`src/rtl/upud_pkg.sv`:
```
// upud_pkg: shared types, constants and helper functions for the URI percent decoder.
// Used by upud_alu, upud_seq and the top level uri_percent_utf8_decoder.
package upud_pkg;

	// Widths
	localparam int UNIT_W = 16;
	localparam int CP_W   = 21;
	localparam int HEX_W  = 7;
	localparam int STORE_DEPTH = 8;
	localparam int STORE_IDX_W = $clog2(STORE_DEPTH);

	// Longest UTF-8 sequence accepted
	localparam logic [2:0] MAX_SEQ_OCTETS = 3'd4;

	// Configuration register map
	localparam int          ADDR_W           = 2;
	localparam logic [ADDR_W-1:0] ADDR_RSV_MASK = '0;
	localparam logic [1:0]  RSV_MASK_RESET   = 2'd1;

	// Characters and code point bounds
	localparam logic [UNIT_W-1:0] PCT_CHAR     = 16'h0025;
	localparam logic [CP_W-1:0]   SURR_LO      = 21'h00D800;
	localparam logic [CP_W-1:0]   SURR_HI      = 21'h00DFFF;
	localparam logic [CP_W-1:0]   CP_MAX       = 21'h10FFFF;
	localparam logic [CP_W-1:0]   SUPP_BASE    = 21'h010000;
	localparam logic [CP_W-1:0]   HI_SURR_BASE = 21'h00D800;
	localparam logic [CP_W-1:0]   LO_SURR_BASE = 21'h00DC00;

	// Shared adder request and response
	typedef struct packed {
		logic [CP_W-1:0] a;
		logic [CP_W-1:0] b;
		logic            sub;
	} alu_req_t;

	typedef struct packed {
		logic [CP_W-1:0] sum;
		logic            borrow;
	} alu_rsp_t;

	// One result transaction
	typedef struct packed {
		logic [UNIT_W-1:0] unit;
		logic              last_of_run;
		logic              err;
		logic              eos;
	} res_t;

	// ASCII property table: bit 0 reserved, bit 1 unreserved
	localparam logic [1:0] URI_PROPS [128] = '{
		2'd0,2'd0,2'd0,2'd0,2'd0,2'd0,2'd0,2'd0,2'd0,2'd0,2'd0,2'd0,2'd0,2'd0,2'd0,2'd0,
		2'd0,2'd0,2'd0,2'd0,2'd0,2'd0,2'd0,2'd0,2'd0,2'd0,2'd0,2'd0,2'd0,2'd0,2'd0,2'd0,
		2'd0,2'd2,2'd0,2'd1,2'd1,2'd0,2'd1,2'd2,2'd2,2'd2,2'd2,2'd1,2'd1,2'd2,2'd2,2'd1,
		2'd2,2'd2,2'd2,2'd2,2'd2,2'd2,2'd2,2'd2,2'd2,2'd2,2'd1,2'd1,2'd0,2'd1,2'd0,2'd1,
		2'd1,2'd2,2'd2,2'd2,2'd2,2'd2,2'd2,2'd2,2'd2,2'd2,2'd2,2'd2,2'd2,2'd2,2'd2,2'd2,
		2'd2,2'd2,2'd2,2'd2,2'd2,2'd2,2'd2,2'd2,2'd2,2'd2,2'd2,2'd0,2'd0,2'd0,2'd0,2'd2,
		2'd0,2'd2,2'd2,2'd2,2'd2,2'd2,2'd2,2'd2,2'd2,2'd2,2'd2,2'd2,2'd2,2'd2,2'd2,2'd2,
		2'd2,2'd2,2'd2,2'd2,2'd2,2'd2,2'd2,2'd2,2'd2,2'd2,2'd2,2'd0,2'd0,2'd0,2'd2,2'd0
	};

	// Hex digit decode: {valid, value}
	function automatic logic [4:0] hex_val(input logic [UNIT_W-1:0] u);
		logic [4:0] r;
		r = 5'd0;
		if (u >= 16'h0030 && u <= 16'h0039) begin
			r = {1'b1, u[3:0]};
		end else if ((u >= 16'h0061 && u <= 16'h0066) || (u >= 16'h0041 && u <= 16'h0046)) begin
			r = {1'b1, u[3:0] + 4'd9};
		end
		return r;
	endfunction

	// Leading ones of a lead octet, saturated at 5
	function automatic logic [2:0] lead_ones(input logic [7:0] b);
		logic [2:0] n;
		priority casez (b)
			8'b0???????: n = 3'd0;
			8'b10??????: n = 3'd1;
			8'b110?????: n = 3'd2;
			8'b1110????: n = 3'd3;
			8'b11110???: n = 3'd4;
			default:     n = 3'd5;
		endcase
		return n;
	endfunction

	// Smallest code point allowed for a sequence length (overlong check)
	function automatic logic [CP_W-1:0] min_bound(input logic [2:0] n);
		logic [CP_W-1:0] r;
		unique case (n)
			3'd2:    r = 21'h000080;
			3'd3:    r = 21'h000800;
			default: r = SUPP_BASE;
		endcase
		return r;
	endfunction

endpackage

```
`src/rtl/uri_percent_utf8_decoder.sv`:
```
// uri_percent_utf8_decoder: top level, register port and stream ports.
// Depends on upud_pkg and instantiates upud_seq.
//
//  channel  | direction | handshake              | payload
//  ---------+-----------+------------------------+---------------------------------------
//  s_*      | in        | s_tvalid / s_tready    | tdata: code_unit; tlast: last_of_string
//  m_*      | out       | m_tvalid / m_tready    | tdata: out_unit; tlast: last_of_run;
//           |           |                        | tuser: decode_error, end_of_string
//  apb      | in        | psel, penable, pready  | reg 0 at 0x0: reserved_set_mask
//
// A unit with results (up to three) emits them one per output handshake. A unit closing a
// multi-octet sequence first runs five check steps, and two more for a surrogate pair, all on
// the one shared adder.
// s_tready is low while an item is checked or emitted; emission waits on m_tready.
// Reset is asynchronous; no clearing pass is needed.
module uri_percent_utf8_decoder import upud_pkg::*; (
	input  logic              clk,
	input  logic              arst_n,
	// APB configuration
	input  logic              psel,
	input  logic              penable,
	input  logic              pwrite,
	input  logic [ADDR_W-1:0] paddr,
	input  logic [31:0]       pwdata,
	output logic [31:0]       prdata,
	output logic              pready,
	// Input stream
	input  logic              s_tvalid,
	output logic              s_tready,
	input  logic [15:0]       s_tdata,   // [15:0] code_unit
	input  logic              s_tlast,
	// Output stream
	output logic              m_tvalid,
	input  logic              m_tready,
	output logic [15:0]       m_tdata,   // [15:0] out_unit
	output logic              m_tlast,
	output logic [1:0]        m_tuser    // [0] decode_error, [1] end_of_string
);

	logic [1:0] rsv_mask_q;
	res_t       res;

	// Configuration register
	always_ff @(posedge clk or negedge arst_n) begin
		if (!arst_n) begin
			rsv_mask_q <= RSV_MASK_RESET;
		end else if (psel && penable && pwrite && pready && paddr == ADDR_RSV_MASK) begin
			rsv_mask_q <= pwdata[1:0];
		end
	end

	assign pready = 1'b1;

	always_comb begin
		prdata = '0;
		if (paddr == ADDR_RSV_MASK) prdata = {30'd0, rsv_mask_q};
	end

	upud_seq u_seq (
		.clk       (clk),
		.arst_n    (arst_n),
		.rsv_mask  (rsv_mask_q),
		.in_valid  (s_tvalid),
		.in_ready  (s_tready),
		.in_unit   (s_tdata),
		.in_last   (s_tlast),
		.out_valid (m_tvalid),
		.out_ready (m_tready),
		.out_res   (res)
	);

	assign m_tdata = res.unit;
	assign m_tlast = res.last_of_run;
	assign m_tuser = {res.eos, res.err};

endmodule

```
`src/rtl/upud_alu.sv`:
```
// upud_alu: shared 21-bit add/subtract unit with borrow flag.
// Depends on upud_pkg (alu_req_t, alu_rsp_t).
module upud_alu import upud_pkg::*; (
	input  alu_req_t req,
	output alu_rsp_t rsp
);

	logic [CP_W:0] total;

	// a + b, or a - b as a + ~b + 1; borrow when a < b
	always_comb begin
		total = {1'b0, req.a} + {1'b0, (req.sub ? ~req.b : req.b)} + {{CP_W{1'b0}}, req.sub};
		rsp.sum    = total[CP_W-1:0];
		rsp.borrow = req.sub & ~total[CP_W];
	end

endmodule

```
`src/rtl/upud_seq.sv`:
```
// upud_seq: parse state, sequencer for code point checks and result emission.
// Depends on upud_pkg and instantiates upud_alu.
module upud_seq import upud_pkg::*; (
	input  logic              clk,
	input  logic              arst_n,
	input  logic [1:0]        rsv_mask,
	input  logic              in_valid,
	output logic              in_ready,
	input  logic [UNIT_W-1:0] in_unit,
	input  logic              in_last,
	output logic              out_valid,
	input  logic              out_ready,
	output res_t              out_res
);

	typedef enum logic [3:0] {
		ST_IN, ST_EMIT, ST_CHK_MIN, ST_CHK_SLO, ST_CHK_SHI, ST_CHK_MAX, ST_CHK_BMP, ST_HI, ST_LO
	} state_t;

	typedef enum logic [2:0] {PH_IDLE, PH_HEX1, PH_HEX2, PH_PCT, PH_DRAIN} phase_t;

	state_t            state_q;
	phase_t            phase_q;
	logic [2:0]        exp_q;
	logic [2:0]        seen_q;
	logic [3:0]        hn_q;
	logic [CP_W-1:0]   acc_q;
	logic              last_q;
	logic              ge_q;
	logic [UNIT_W-1:0] res_q [3];
	logic [1:0]        cnt_q;
	logic              err_q;
	logic              eos_q;
	logic              out_valid_q;
	res_t              out_q;
	logic [HEX_W-1:0]  store_q [STORE_DEPTH];

	alu_req_t alu_req;
	alu_rsp_t alu_rsp;

	upud_alu u_alu (
		.req (alu_req),
		.rsp (alu_rsp)
	);

	// Input decode
	logic [4:0]              hex;
	logic [7:0]              oct;
	logic [2:0]              n_lead;
	logic [2:0]              seen_inc;
	logic [STORE_IDX_W-1:0]  slot;
	logic                    d_fail, d_emit, d_copy, d_chk, d_hn_ld, d_st_wr;
	logic                    d_lead, d_cont, d_clr;
	logic [STORE_IDX_W-1:0]  d_st_idx;
	logic [UNIT_W-1:0]       d_unit;
	phase_t                  d_ph;

	always_comb begin
		hex      = hex_val(in_unit);
		oct      = {hn_q, hex[3:0]};
		n_lead   = lead_ones(oct);
		seen_inc = seen_q + 3'd1;
		slot     = {seen_q[1:0], 1'b0};
		d_fail   = 1'b0;
		d_emit   = 1'b0;
		d_copy   = 1'b0;
		d_chk    = 1'b0;
		d_hn_ld  = 1'b0;
		d_st_wr  = 1'b0;
		d_st_idx = slot;
		d_lead   = 1'b0;
		d_cont   = 1'b0;
		d_clr    = 1'b0;
		d_unit   = in_unit;
		d_ph     = phase_q;
		unique case (phase_q)
			PH_IDLE: begin
				if (in_unit != PCT_CHAR) begin
					d_emit = 1'b1;
				end else if (in_last) begin
					d_fail = 1'b1;
				end else begin
					d_clr = 1'b1;
					d_ph  = PH_HEX1;
				end
			end
			PH_PCT: begin
				if (in_unit != PCT_CHAR || in_last) d_fail = 1'b1;
				else d_ph = PH_HEX1;
			end
			PH_HEX1: begin
				if (!hex[4] || in_last) begin
					d_fail = 1'b1;
				end else begin
					d_hn_ld = 1'b1;
					d_st_wr = 1'b1;
					d_ph    = PH_HEX2;
				end
			end
			PH_HEX2: begin
				if (!hex[4]) begin
					d_fail = 1'b1;
				end else begin
					d_st_wr  = 1'b1;
					d_st_idx = slot | STORE_IDX_W'(1);
					if (seen_q == 3'd0) begin
						if (!oct[7]) begin
							d_ph = PH_IDLE;
							if ((URI_PROPS[oct[6:0]] & rsv_mask) != 2'd0) begin
								d_copy = 1'b1;
							end else begin
								d_emit = 1'b1;
								d_unit = {8'd0, oct};
							end
						end else if (n_lead < 3'd2 || n_lead > MAX_SEQ_OCTETS || in_last) begin
							d_fail = 1'b1;
						end else begin
							d_lead = 1'b1;
							d_ph   = PH_PCT;
						end
					end else if (oct[7:6] != 2'b10) begin
						d_fail = 1'b1;
					end else if (seen_inc < exp_q) begin
						if (in_last) begin
							d_fail = 1'b1;
						end else begin
							d_cont = 1'b1;
							d_ph   = PH_PCT;
						end
					end else begin
						d_cont = 1'b1;
						d_chk  = 1'b1;
					end
				end
			end
			PH_DRAIN: begin
				if (in_last) d_ph = PH_IDLE;
			end
			default: d_ph = PH_IDLE;
		endcase
	end

	// Shared adder operands for each check step
	always_comb begin
		alu_req.a   = acc_q;
		alu_req.b   = '0;
		alu_req.sub = 1'b0;
		unique case (state_q)
			ST_CHK_MIN: begin
				alu_req.b   = min_bound(exp_q);
				alu_req.sub = 1'b1;
			end
			ST_CHK_SLO: begin
				alu_req.b   = SURR_LO;
				alu_req.sub = 1'b1;
			end
			ST_CHK_SHI: begin
				alu_req.a   = SURR_HI;
				alu_req.b   = acc_q;
				alu_req.sub = 1'b1;
			end
			ST_CHK_MAX: begin
				alu_req.a   = CP_MAX;
				alu_req.b   = acc_q;
				alu_req.sub = 1'b1;
			end
			ST_CHK_BMP: begin
				alu_req.b   = SUPP_BASE;
				alu_req.sub = 1'b1;
			end
			ST_HI: begin
				alu_req.a = {11'd0, acc_q[19:10]};
				alu_req.b = HI_SURR_BASE;
			end
			ST_LO: begin
				alu_req.a = {11'd0, acc_q[9:0]};
				alu_req.b = LO_SURR_BASE;
			end
			default: begin
				alu_req.sub = 1'b0;
			end
		endcase
	end

	// Malformed escape detected this cycle
	logic fail_now;
	logic fail_last;

	always_comb begin
		fail_now  = ((state_q == ST_IN) && in_valid && d_fail) ||
			((state_q == ST_CHK_MIN) && alu_rsp.borrow) ||
			((state_q == ST_CHK_SHI) && !alu_rsp.borrow && ge_q) ||
			((state_q == ST_CHK_MAX) && alu_rsp.borrow);
		fail_last = (state_q == ST_IN) ? in_last : last_q;
	end

	// Sequencer, parse state and output register
	always_ff @(posedge clk or negedge arst_n) begin
		if (!arst_n) begin
			state_q     <= ST_IN;
			phase_q     <= PH_IDLE;
			exp_q       <= '0;
			seen_q      <= '0;
			hn_q        <= '0;
			acc_q       <= '0;
			last_q      <= 1'b0;
			ge_q        <= 1'b0;
			res_q       <= '{default: '0};
			cnt_q       <= '0;
			err_q       <= 1'b0;
			eos_q       <= 1'b0;
			out_valid_q <= 1'b0;
			out_q       <= '0;
		end else begin
			if (out_valid_q && out_ready && state_q != ST_EMIT) out_valid_q <= 1'b0;
			// Error: one result, then swallow the rest of the string
			if (fail_now) begin
				res_q[0] <= '0;
				cnt_q    <= 2'd1;
				err_q    <= 1'b1;
				eos_q    <= 1'b1;
				phase_q  <= fail_last ? PH_IDLE : PH_DRAIN;
				exp_q    <= '0;
				seen_q   <= '0;
				state_q  <= ST_EMIT;
			end else begin
				unique case (state_q)
					ST_IN: begin
						if (in_valid) begin
							last_q  <= in_last;
							phase_q <= d_ph;
							if (d_clr) begin
								exp_q  <= '0;
								seen_q <= '0;
							end
							if (d_hn_ld) hn_q <= hex[3:0];
							if (d_lead) begin
								exp_q  <= n_lead;
								seen_q <= 3'd1;
								acc_q  <= {13'd0, oct & (8'h7F >> n_lead)};
							end
							if (d_cont) begin
								acc_q  <= {acc_q[CP_W-7:0], oct[5:0]};
								seen_q <= seen_inc;
							end
							if (d_emit) begin
								res_q[0] <= d_unit;
								cnt_q    <= 2'd1;
								err_q    <= 1'b0;
								eos_q    <= in_last;
								state_q  <= ST_EMIT;
							end
							if (d_copy) begin
								res_q[0] <= PCT_CHAR;
								res_q[1] <= {{(UNIT_W-HEX_W){1'b0}}, store_q[0]};
								res_q[2] <= {{(UNIT_W-HEX_W){1'b0}}, in_unit[HEX_W-1:0]};
								cnt_q    <= 2'd3;
								err_q    <= 1'b0;
								eos_q    <= in_last;
								state_q  <= ST_EMIT;
							end
							if (d_chk) state_q <= ST_CHK_MIN;
						end
					end
					ST_EMIT: begin
						if (!out_valid_q || out_ready) begin
							out_valid_q       <= 1'b1;
							out_q.unit        <= res_q[0];
							out_q.last_of_run <= (cnt_q == 2'd1);
							out_q.err         <= err_q;
							out_q.eos         <= (cnt_q == 2'd1) && eos_q;
							res_q[0]          <= res_q[1];
							res_q[1]          <= res_q[2];
							cnt_q             <= cnt_q - 2'd1;
							if (cnt_q == 2'd1) state_q <= ST_IN;
						end
					end
					ST_CHK_MIN: state_q <= ST_CHK_SLO;
					ST_CHK_SLO: begin
						ge_q    <= !alu_rsp.borrow;
						state_q <= ST_CHK_SHI;
					end
					ST_CHK_SHI: state_q <= ST_CHK_MAX;
					ST_CHK_MAX: state_q <= ST_CHK_BMP;
					ST_CHK_BMP: begin
						phase_q <= PH_IDLE;
						exp_q   <= '0;
						seen_q  <= '0;
						if (alu_rsp.borrow) begin
							res_q[0] <= acc_q[UNIT_W-1:0];
							cnt_q    <= 2'd1;
							err_q    <= 1'b0;
							eos_q    <= last_q;
							state_q  <= ST_EMIT;
						end else begin
							acc_q   <= alu_rsp.sum;
							state_q <= ST_HI;
						end
					end
					ST_HI: begin
						res_q[0] <= alu_rsp.sum[UNIT_W-1:0];
						state_q  <= ST_LO;
					end
					ST_LO: begin
						res_q[1] <= alu_rsp.sum[UNIT_W-1:0];
						cnt_q    <= 2'd2;
						err_q    <= 1'b0;
						eos_q    <= last_q;
						state_q  <= ST_EMIT;
					end
					default: state_q <= ST_IN;
				endcase
			end
		end
	end

	// Hex digit store, no reset
	always_ff @(posedge clk) begin
		if (state_q == ST_IN && in_valid && !d_fail && d_st_wr) begin
			store_q[d_st_idx] <= in_unit[HEX_W-1:0];
		end
	end

	assign in_ready  = (state_q == ST_IN);
	assign out_valid = out_valid_q;
	assign out_res   = out_q;

endmodule

```
`config.mk`:
```
export PLATFORM = sky130hd
export DESIGN_NAME = uri_percent_utf8_decoder
export DESIGN_NICKNAME = d
export VERILOG_FILES = /design/src/rtl/upud_pkg.sv /design/src/rtl/uri_percent_utf8_decoder.sv /design/src/rtl/upud_alu.sv /design/src/rtl/upud_seq.sv
export SDC_FILE = /design/constraint.sdc
export NUM_CORES = 1
export LEC_CHECK = 0
export CAP_MARGIN = 20
export CELL_PAD_IN_SITES_DETAIL_PLACEMENT = 2
export CELL_PAD_IN_SITES_GLOBAL_PLACEMENT = 2
export CORE_MARGIN = 2
export CORE_UTILIZATION = 40
export DETAILED_ROUTE_END_ITERATION = 8
export DONT_BUFFER_PORTS = 1
export PLACE_DENSITY = 0.81
export SETUP_SLACK_MARGIN = 0.5
export SLEW_MARGIN = 30
export SYNTH_ARGS = -nofsm -noshare
export SYNTH_HDL_FRONTEND = slang
export SYNTH_SLANG_ARGS = --single-unit
```
`constraint.sdc`:
```
create_clock -name clk -period 7.92 [get_ports clk]
set_input_delay 1.188 -clock clk [delete_from_list [all_inputs] [get_ports clk]]
set_output_delay 1.188 -clock clk [all_outputs]
set_load 0.02 [all_outputs]
```
# Word-level counts from Yosys, hierarchy flattened
# Memories as Yosys holds them, arrays and structs flattened.
# Cells that the tools add are included.
# word_totals
reg_bits	105
mem_bits_rw	56
romBits	256
word_cells	286
memories	2
# memory_table
name	depth	word_bits	read_ports	rd_clocked_by_memory_dff	wr	line	rtl
(name not given)	128	2	1	0	0	upud_seq.sv:109	if ((URI_PROPS[oct[6:0]] & rsv_mask) != 2'd0) begin
u_seq.store_q	8	7	1	0	1	upud_seq.sv:36	logic [HEX_W-1:0] store_q [STORE_DEPTH];
# classes
add_sub_neg	5
order_cmp	10
n_eq_ne	45
n_shift	1
muxes	137
bitwise_logic	8
reduce_logical	58
# ops
operator	count
16-bit 2-to-1 mux	8
21-bit 2-to-1 mux	5
21-bit case mux with 5 select lines	1
48-bit 2-to-1 mux	2
21-bit case mux with 4 select lines	1
3-bit 2-to-1 mux	24
16-bit case mux with 4 select lines	1
1-bit 2-to-1 mux	61
16-bit case mux with 3 select lines	1
21-bit case mux with 2 select lines	1
4-bit case mux with 9 select lines	1
17-bit case mux with 2 select lines	1
16-bit by 7-bit greater-or-equal comparator with 1-bit output (second input constant)	2
16-bit by 7-bit less-or-equal comparator with 1-bit output (second input constant)	2
32-bit 2-to-1 mux	1
3-bit case mux with 5 select lines	2
4-bit 2-to-1 mux	7
21-bit by 21-bit adder with 22-bit output	1
22-bit by 1-bit adder with 22-bit output	1
21-bit inverter	1
4-bit by 3-bit inequality test with 1-bit output (second input constant)	5
5-bit AND reduction	4
2-bit 2-to-1 mux	9
3-bit case mux with 2 select lines	3
other kinds (57)	119

# Logic depth before layout (Yosys ltp)
# depth
word_depth	22
mapped_depth	21
mapped_depth_nobuf	17

# Modules after synthesis
# From an unflattened synthesis, not the netlist that was laid out.
# hier_totals
cells_unflattened	1037
area_unflattened_um2	8773.4
# modules_own_cells
mod	instances	cells_each	area_per_inst_um2	seq_area_each_um2
upud_seq	1	797	7025.5	2787.7
upud_alu	1	199	1408.9	0.0
uri_percent_utf8_decoder	1	41	339.1	51.3

# Worst setup path after synthesis
# OpenSTA, ideal clock, no wires.
# synth_timing
path_kind	in2reg
from	input s_tdata[11]
to	register u_seq.res_q[18] (netlist bit)
setup_time_ns	0.127
arrival_ns	5.107
required_time_ns	7.793
path_slack_ns	2.686
path_stages	18
n_path_buf	3
path_cell_list	or4_4 > or3_1 > buf_6 > nor4_1 > nand2_1 > o21ai_0 > inv_1 > ha_1 > a21oi_1 > a21oi_1 > a211o_1 > o2111ai_1 > o211ai_1 > nor3_4 > a21o_1 > buf_4 > buf_4 > mux2_1
# synth_between
word_cells_on_any_way	48
# synth_lines
item	line	rtl
from (decl)	uri_percent_utf8_decoder.sv:30	input logic [15:0] s_tdata,
16-bit by 7-bit greater-or-equal comparator with 1-bit output / 16-bit by 7-bit less-or-equal comparator with 1-bit output (equally long branches)	upud_pkg.sv:67	end else if ((u >= 16'h0061 && u <= 16'h0066) || (u >= 16'h0041 && u <= 16'h0046)) begin
1-bit logical AND	upud_pkg.sv:67	
1-bit logical OR	upud_pkg.sv:67	
5-bit 2-to-1 mux	upud_pkg.sv:67	
5-bit 2-to-1 mux (*)	upud_pkg.sv:65	if (u >= 16'h0030 && u <= 16'h0039) begin
named net u_seq.hex[1]	upud_seq.sv:47	logic [4:0] hex;
7-bit inverter with 8-bit output (not written as such) (*)	upud_seq.sv:109	
memory read 128 x 2 bit (*)	--	
(+3 left out)	--	
2-bit nonzero test (*)	upud_seq.sv:109	
1-bit 2-to-1 mux (*)	upud_seq.sv:109	
1-bit 2-to-1 mux (*)	upud_seq.sv:107	if (!oct[7]) begin
1-bit 2-to-1 mux (*)	upud_seq.sv:106	if (seen_q == 3'd0) begin
1-bit 2-to-1 mux (*)	upud_seq.sv:101	if (!hex[4]) begin
1-bit 2-to-1 mux (*)	upud_seq.sv:76	unique case (phase_q)
2-bit by 1-bit inequality test with 1-bit output (no line) (*)	--	
5-bit AND reduction (no line) (*)	--	
to (decl)	upud_seq.sv:30	logic [UNIT_W-1:0] res_q [3];
# The timed path passes the listed nets; every way through them passes the cells marked *. The select of a mux whose other input is x is not followed.
# A chain may end at the register's enable or synchronous reset.

# Worst setup path after layout
# layout_timing
from	register u_seq.state_q[1]
to	register u_seq.res_q[42] (netlist bit)
# layout_between
elab_chain_len	16
word_cells_on_any_way	39
# layout_rtl
item	line	rtl
from (decl)	upud_seq.sv:22	state_t state_q;
from (signal assigned)	upud_seq.sv:200	state_q <= ST_IN;
from (signal assigned)	upud_seq.sv:225	state_q <= ST_EMIT;
from (signal assigned)	upud_seq.sv:251	state_q <= ST_EMIT;
4-bit by 2-bit equality test with 1-bit output (tied with other cells)	upud_seq.sv:148	unique case (state_q)
2-bit OR reduction (no line)	--	
21-bit case mux with 5 select lines	upud_seq.sv:148	
21-bit inverter	upud_alu.sv:12	total = {1'b0, req.a} + {1'b0, (req.sub ? ~req.b : req.b)} + {{CP_W{1'b0}}, req.sub};
21-bit 2-to-1 mux	upud_alu.sv:12	
21-bit by 21-bit adder with 22-bit output	upud_alu.sv:12	
22-bit by 1-bit adder with 22-bit output	upud_alu.sv:12	
1-bit inverter	upud_alu.sv:14	rsp.borrow = req.sub & ~total[CP_W];
1-bit AND	upud_alu.sv:14	
1-bit zero test	upud_seq.sv:192	((state_q == ST_CHK_SHI) && !alu_rsp.borrow && ge_q) ||
1-bit logical AND (2 in a row)	upud_seq.sv:192	
1-bit logical OR	upud_seq.sv:191	((state_q == ST_CHK_MIN) && alu_rsp.borrow) ||
1-bit logical OR	upud_seq.sv:192	
4-bit by 1-bit inequality test with 1-bit output (no line) (tied with other cells)	--	
5-bit AND reduction (no line)	--	
# Several ways; a longest one is shown, not always the timed one.

==> results.md <==
* Status: finished, final reports clean
* Final setup viols at 0
* Top_reg_cell synth: dfrtp_1
* Most frequent CP cell: nand3_1
* Post-synth EDFFs at 7
* Skew-Pair Late Insertion Delay at 0.38 ns
* Share of total power in the clock network at 0.249
* Max Root-Sink Buffers at 2
* Avg Vias per Cell at between 6 and 7
* Post-layout nets at 1049
* Die Ht at 149 µm
* Post-CTS Setup Inserts at 0
* Drt wl/cell at 25.4 µm
* Critical-path cell list: clkinv_1, nand2_1, nand3_1, ha_1, nand3_1, or4_1, a31oi_1, a211o_1, a31o_2, mux2i_1, and3_1, or2_2, mux2_2
* Final Hold Fails at 0
* # rows at 53
* Yosys warning count at 0
* Layout Skew at 0.0130 ns
* RSZ-0062 raised after global routing: no
* Worst slew margin at 0.306
* Total gr overflow at 0
* Die width at 149 µm
* Initial core utilization at 0.405
* Combinational group share of total power at 0.330
* Fin crit period at roughly 6 ns
* Via count at 7933
* GPL Wtd Cong at 0.913
* Area growth syn-to-layout at 4.23%
* Switching Share at 0.412
* Slew Limit Fails at 0
* Switch Pwr at 0.782 mW
* Slowest CP cell: dfrtp_1
* PwrDens at 215 nW/µm²
* Cell internal pwr at 1.11 mW
* Remaining DRCs at 0
* Worst-path clk slew at 0.08 ns
* GRT Overall Usage at 0.289
* Initial DRT Pass Iterations at 6
* Synthesized area at around 8500 µm²
* Vias in the first global route at 8144
* Largest net degree at the start of global routing at 106
* First-pass GRT wire length at between 40 and 50 mm
* Detailed placement HPWL at 23.3 mm
* Critical Path Source Type: register
* H-tree depth at 3
* Initial DRC count at between 600 and 700
* Largest delay contributor family on the critical path: simple AND/OR/NAND/NOR gates
* Max-Cap Viols at 0
* Seq/Total Area, Yosys at 0.336
* Critical path arrival at approximately 6.4 ns
* PnR Total Power at 1.90 mW
* P_leak at 3.81 nW
* Post-synth ARST share at 0.938
* Post-Synthesis Cells at slightly below 1000
* CP max FO at 22
* FMAX at 163 MHz
* Layout cells sized above 1 at 0.106
* Hold Slack at approximately 0.5 ns
* Post-cts gate resize count at 0
* Critical path class: reg -> reg
* Final antenna-violating net count at 0
* CP Capture Type: register
* FF+latch count, synth at 112
* Distinct cells, synth at 87
* CTS tree: built
* Tcrit/Tclk final at 0.776
* I/O pin total at 112
* PortBufs at 0
* Crit path required time at 8.18 ns
* Worst path bufs/invs at 1
* Reg power frac at 0.421
* Avg Cell Area, Syn at ~8.5 µm²
* Initial antenna violation count at 1
* Fin area at 8820 µm²
* Die area at approximately 22000 µm²
* N_diodes at 0
* Setup_tns at 0 ns
* Worst vdd ir at 0.105 mV
* Critical Path Max Stage Delay at around 0.8 ns
* Class of the worst hold path: reg -> reg
* CTS Buf Count at 9
* Worst Tran Pin Value at 1.03 ns
* CTS Sinks at approximately 110
* Placeable Area at 20900 µm²
* Post-Route WL at 31.5 mm
* DP Area at 8530 µm²
* Hold-fix buffers, CTS at 0
* Root buf cell: clkbuf_16
[cells in the mapped netlist (5+ instances only)]
cell type | n | share of area
a211oi_1 | 6 | 0.0053
a21boi_0 | 5 | 0.0044
a21o_1 | 14 | 0.012
a21oi_1 | 83 | 0.049
a221oi_1 | 6 | 0.0062
a222oi_1 | 9 | 0.011
a22o_1 | 13 | 0.013
a22oi_1 | 15 | 0.013
a31oi_1 | 17 | 0.013
and2_1 | 7 | 0.0052
and3_1 | 17 | 0.013
buf_1 | 5 | 0.0022
buf_4 | 34 | 0.030
clkbuf_1 | 46 | 0.020
dfrtp_1 | 104 | 0.31
edfxtp_1 | 7 | 0.025
ha_1 | 33 | 0.049
inv_1 | 24 | 0.011
mux2_2 | 45 | 0.060
mux2i_1 | 5 | 0.0059
nand2_1 | 110 | 0.049
nand2b_1 | 11 | 0.0081
nand3_1 | 43 | 0.025
nand4_1 | 18 | 0.013
nor2_1 | 69 | 0.031
nor2b_1 | 11 | 0.0081
nor3_1 | 19 | 0.011
nor4_1 | 11 | 0.0081
o211ai_1 | 6 | 0.0053
o21ai_0 | 60 | 0.036
o311ai_0 | 6 | 0.0062
o31ai_1 | 11 | 0.0098
o41ai_1 | 7 | 0.0072
or2_2 | 5 | 0.0037
or3_1 | 8 | 0.0059
xnor2_1 | 14 | 0.014
xor2_1 | 5 | 0.0052
[layer usage]
layer,GRT usage,share of wire,vias up
met1,0.403,0.45,4089
li1,-,-,3554
met5,0,0,-
met3,0.0491,0.068,38
met4,0.0824,0.019,0
met2,0.460,0.47,252
[cell families after synthesis]
logic type | after synthesis | share of synthesized area
AOI/OAI and AO/OA | 307 | 0.249
xor gates and xnor gates | 19 | 0.0197
adders and majority gates | 34 | 0.0512
buffers and inverters | 116 | 0.0698
DFF | 112 | 0.336
muxes | 52 | 0.0689
other | 2 | 0.000888
and+or+nand+nor | 351 | 0.205
[cell usage in the layout (no fill, tap or decap), drive strengths merged, types with 22 or more instances in the layout]
master	synthesis	layout
a21oi	83	83
nor2	69	69
mux2	47	47
nand3	43	43
nand2	111	111
conb	2	31
ha	33	33
nor3	22	22
inv	24	28
o21ai	61	61
dfrtp	104	104
[sequential cells by signal, indices dropped and copies added, names as in the netlist, 3 cells and up]
name,flops
u_seq.state_q,4
u_seq.store_q,7
u_seq.out_res,19
u_seq.exp_q,3
u_seq.phase_q,3
u_seq.hn_q,4
u_seq.res_q,39
u_seq.seen_q,3
u_seq.acc_q,21
[metrics by stage]
stage           util  setup slack, ns  instances
2_1_floorplan      -             2.69       1022
3_3_place_gp   0.408             1.80       1221
3_5_place_dp   0.408             1.65       1221
4_1_cts        0.422             1.63       1237
5_1_grt        0.422             1.39       1237
6_report       0.422             1.77       1237
[final timing paths]
path	startpoint	endpoint	slack (ns)	depth (start not counted)
min reg2reg	u_seq.err_q	u_seq.err_q	0.50	1
max in group asynchronous	arst_n	u_seq.acc_q[14]	7.15	0
max	u_seq.state_q[1]	u_seq.res_q[42]	1.77	13
max reg2reg	u_seq.state_q[1]	u_seq.res_q[42]	1.77	13
min	u_seq.err_q	u_seq.err_q	0.50	1
min in group asynchronous	arst_n	rsv_mask_q[1]	0.51	0
[layout make-up]
type	instances	area, µm²
clock inverter	7	61.3
fill	2380	12100
inverter	27	101
timing repair buffer	13	97.6
sequential	112	2840
tap	275	344
clock buffer	9	225
multi-input combinational	794	5150
[power groups by stage]
| stage | logic [mW] | clock network [mW] | registers [mW] |
|---|---|---|---|
| finish | 0.626 | 0.472 | 0.799 |
| global placement | 0.587 | 0 | 0.803 |
| CTS | 0.618 | 0.481 | 0.801 |
| floorplan | 0.506 | 0 | 0.774 |
| global route | 0.680 | 0.506 | 0.816 |
| detailed placement | 0.614 | 0 | 0.813 |
(Power assumes the default switching activity.)
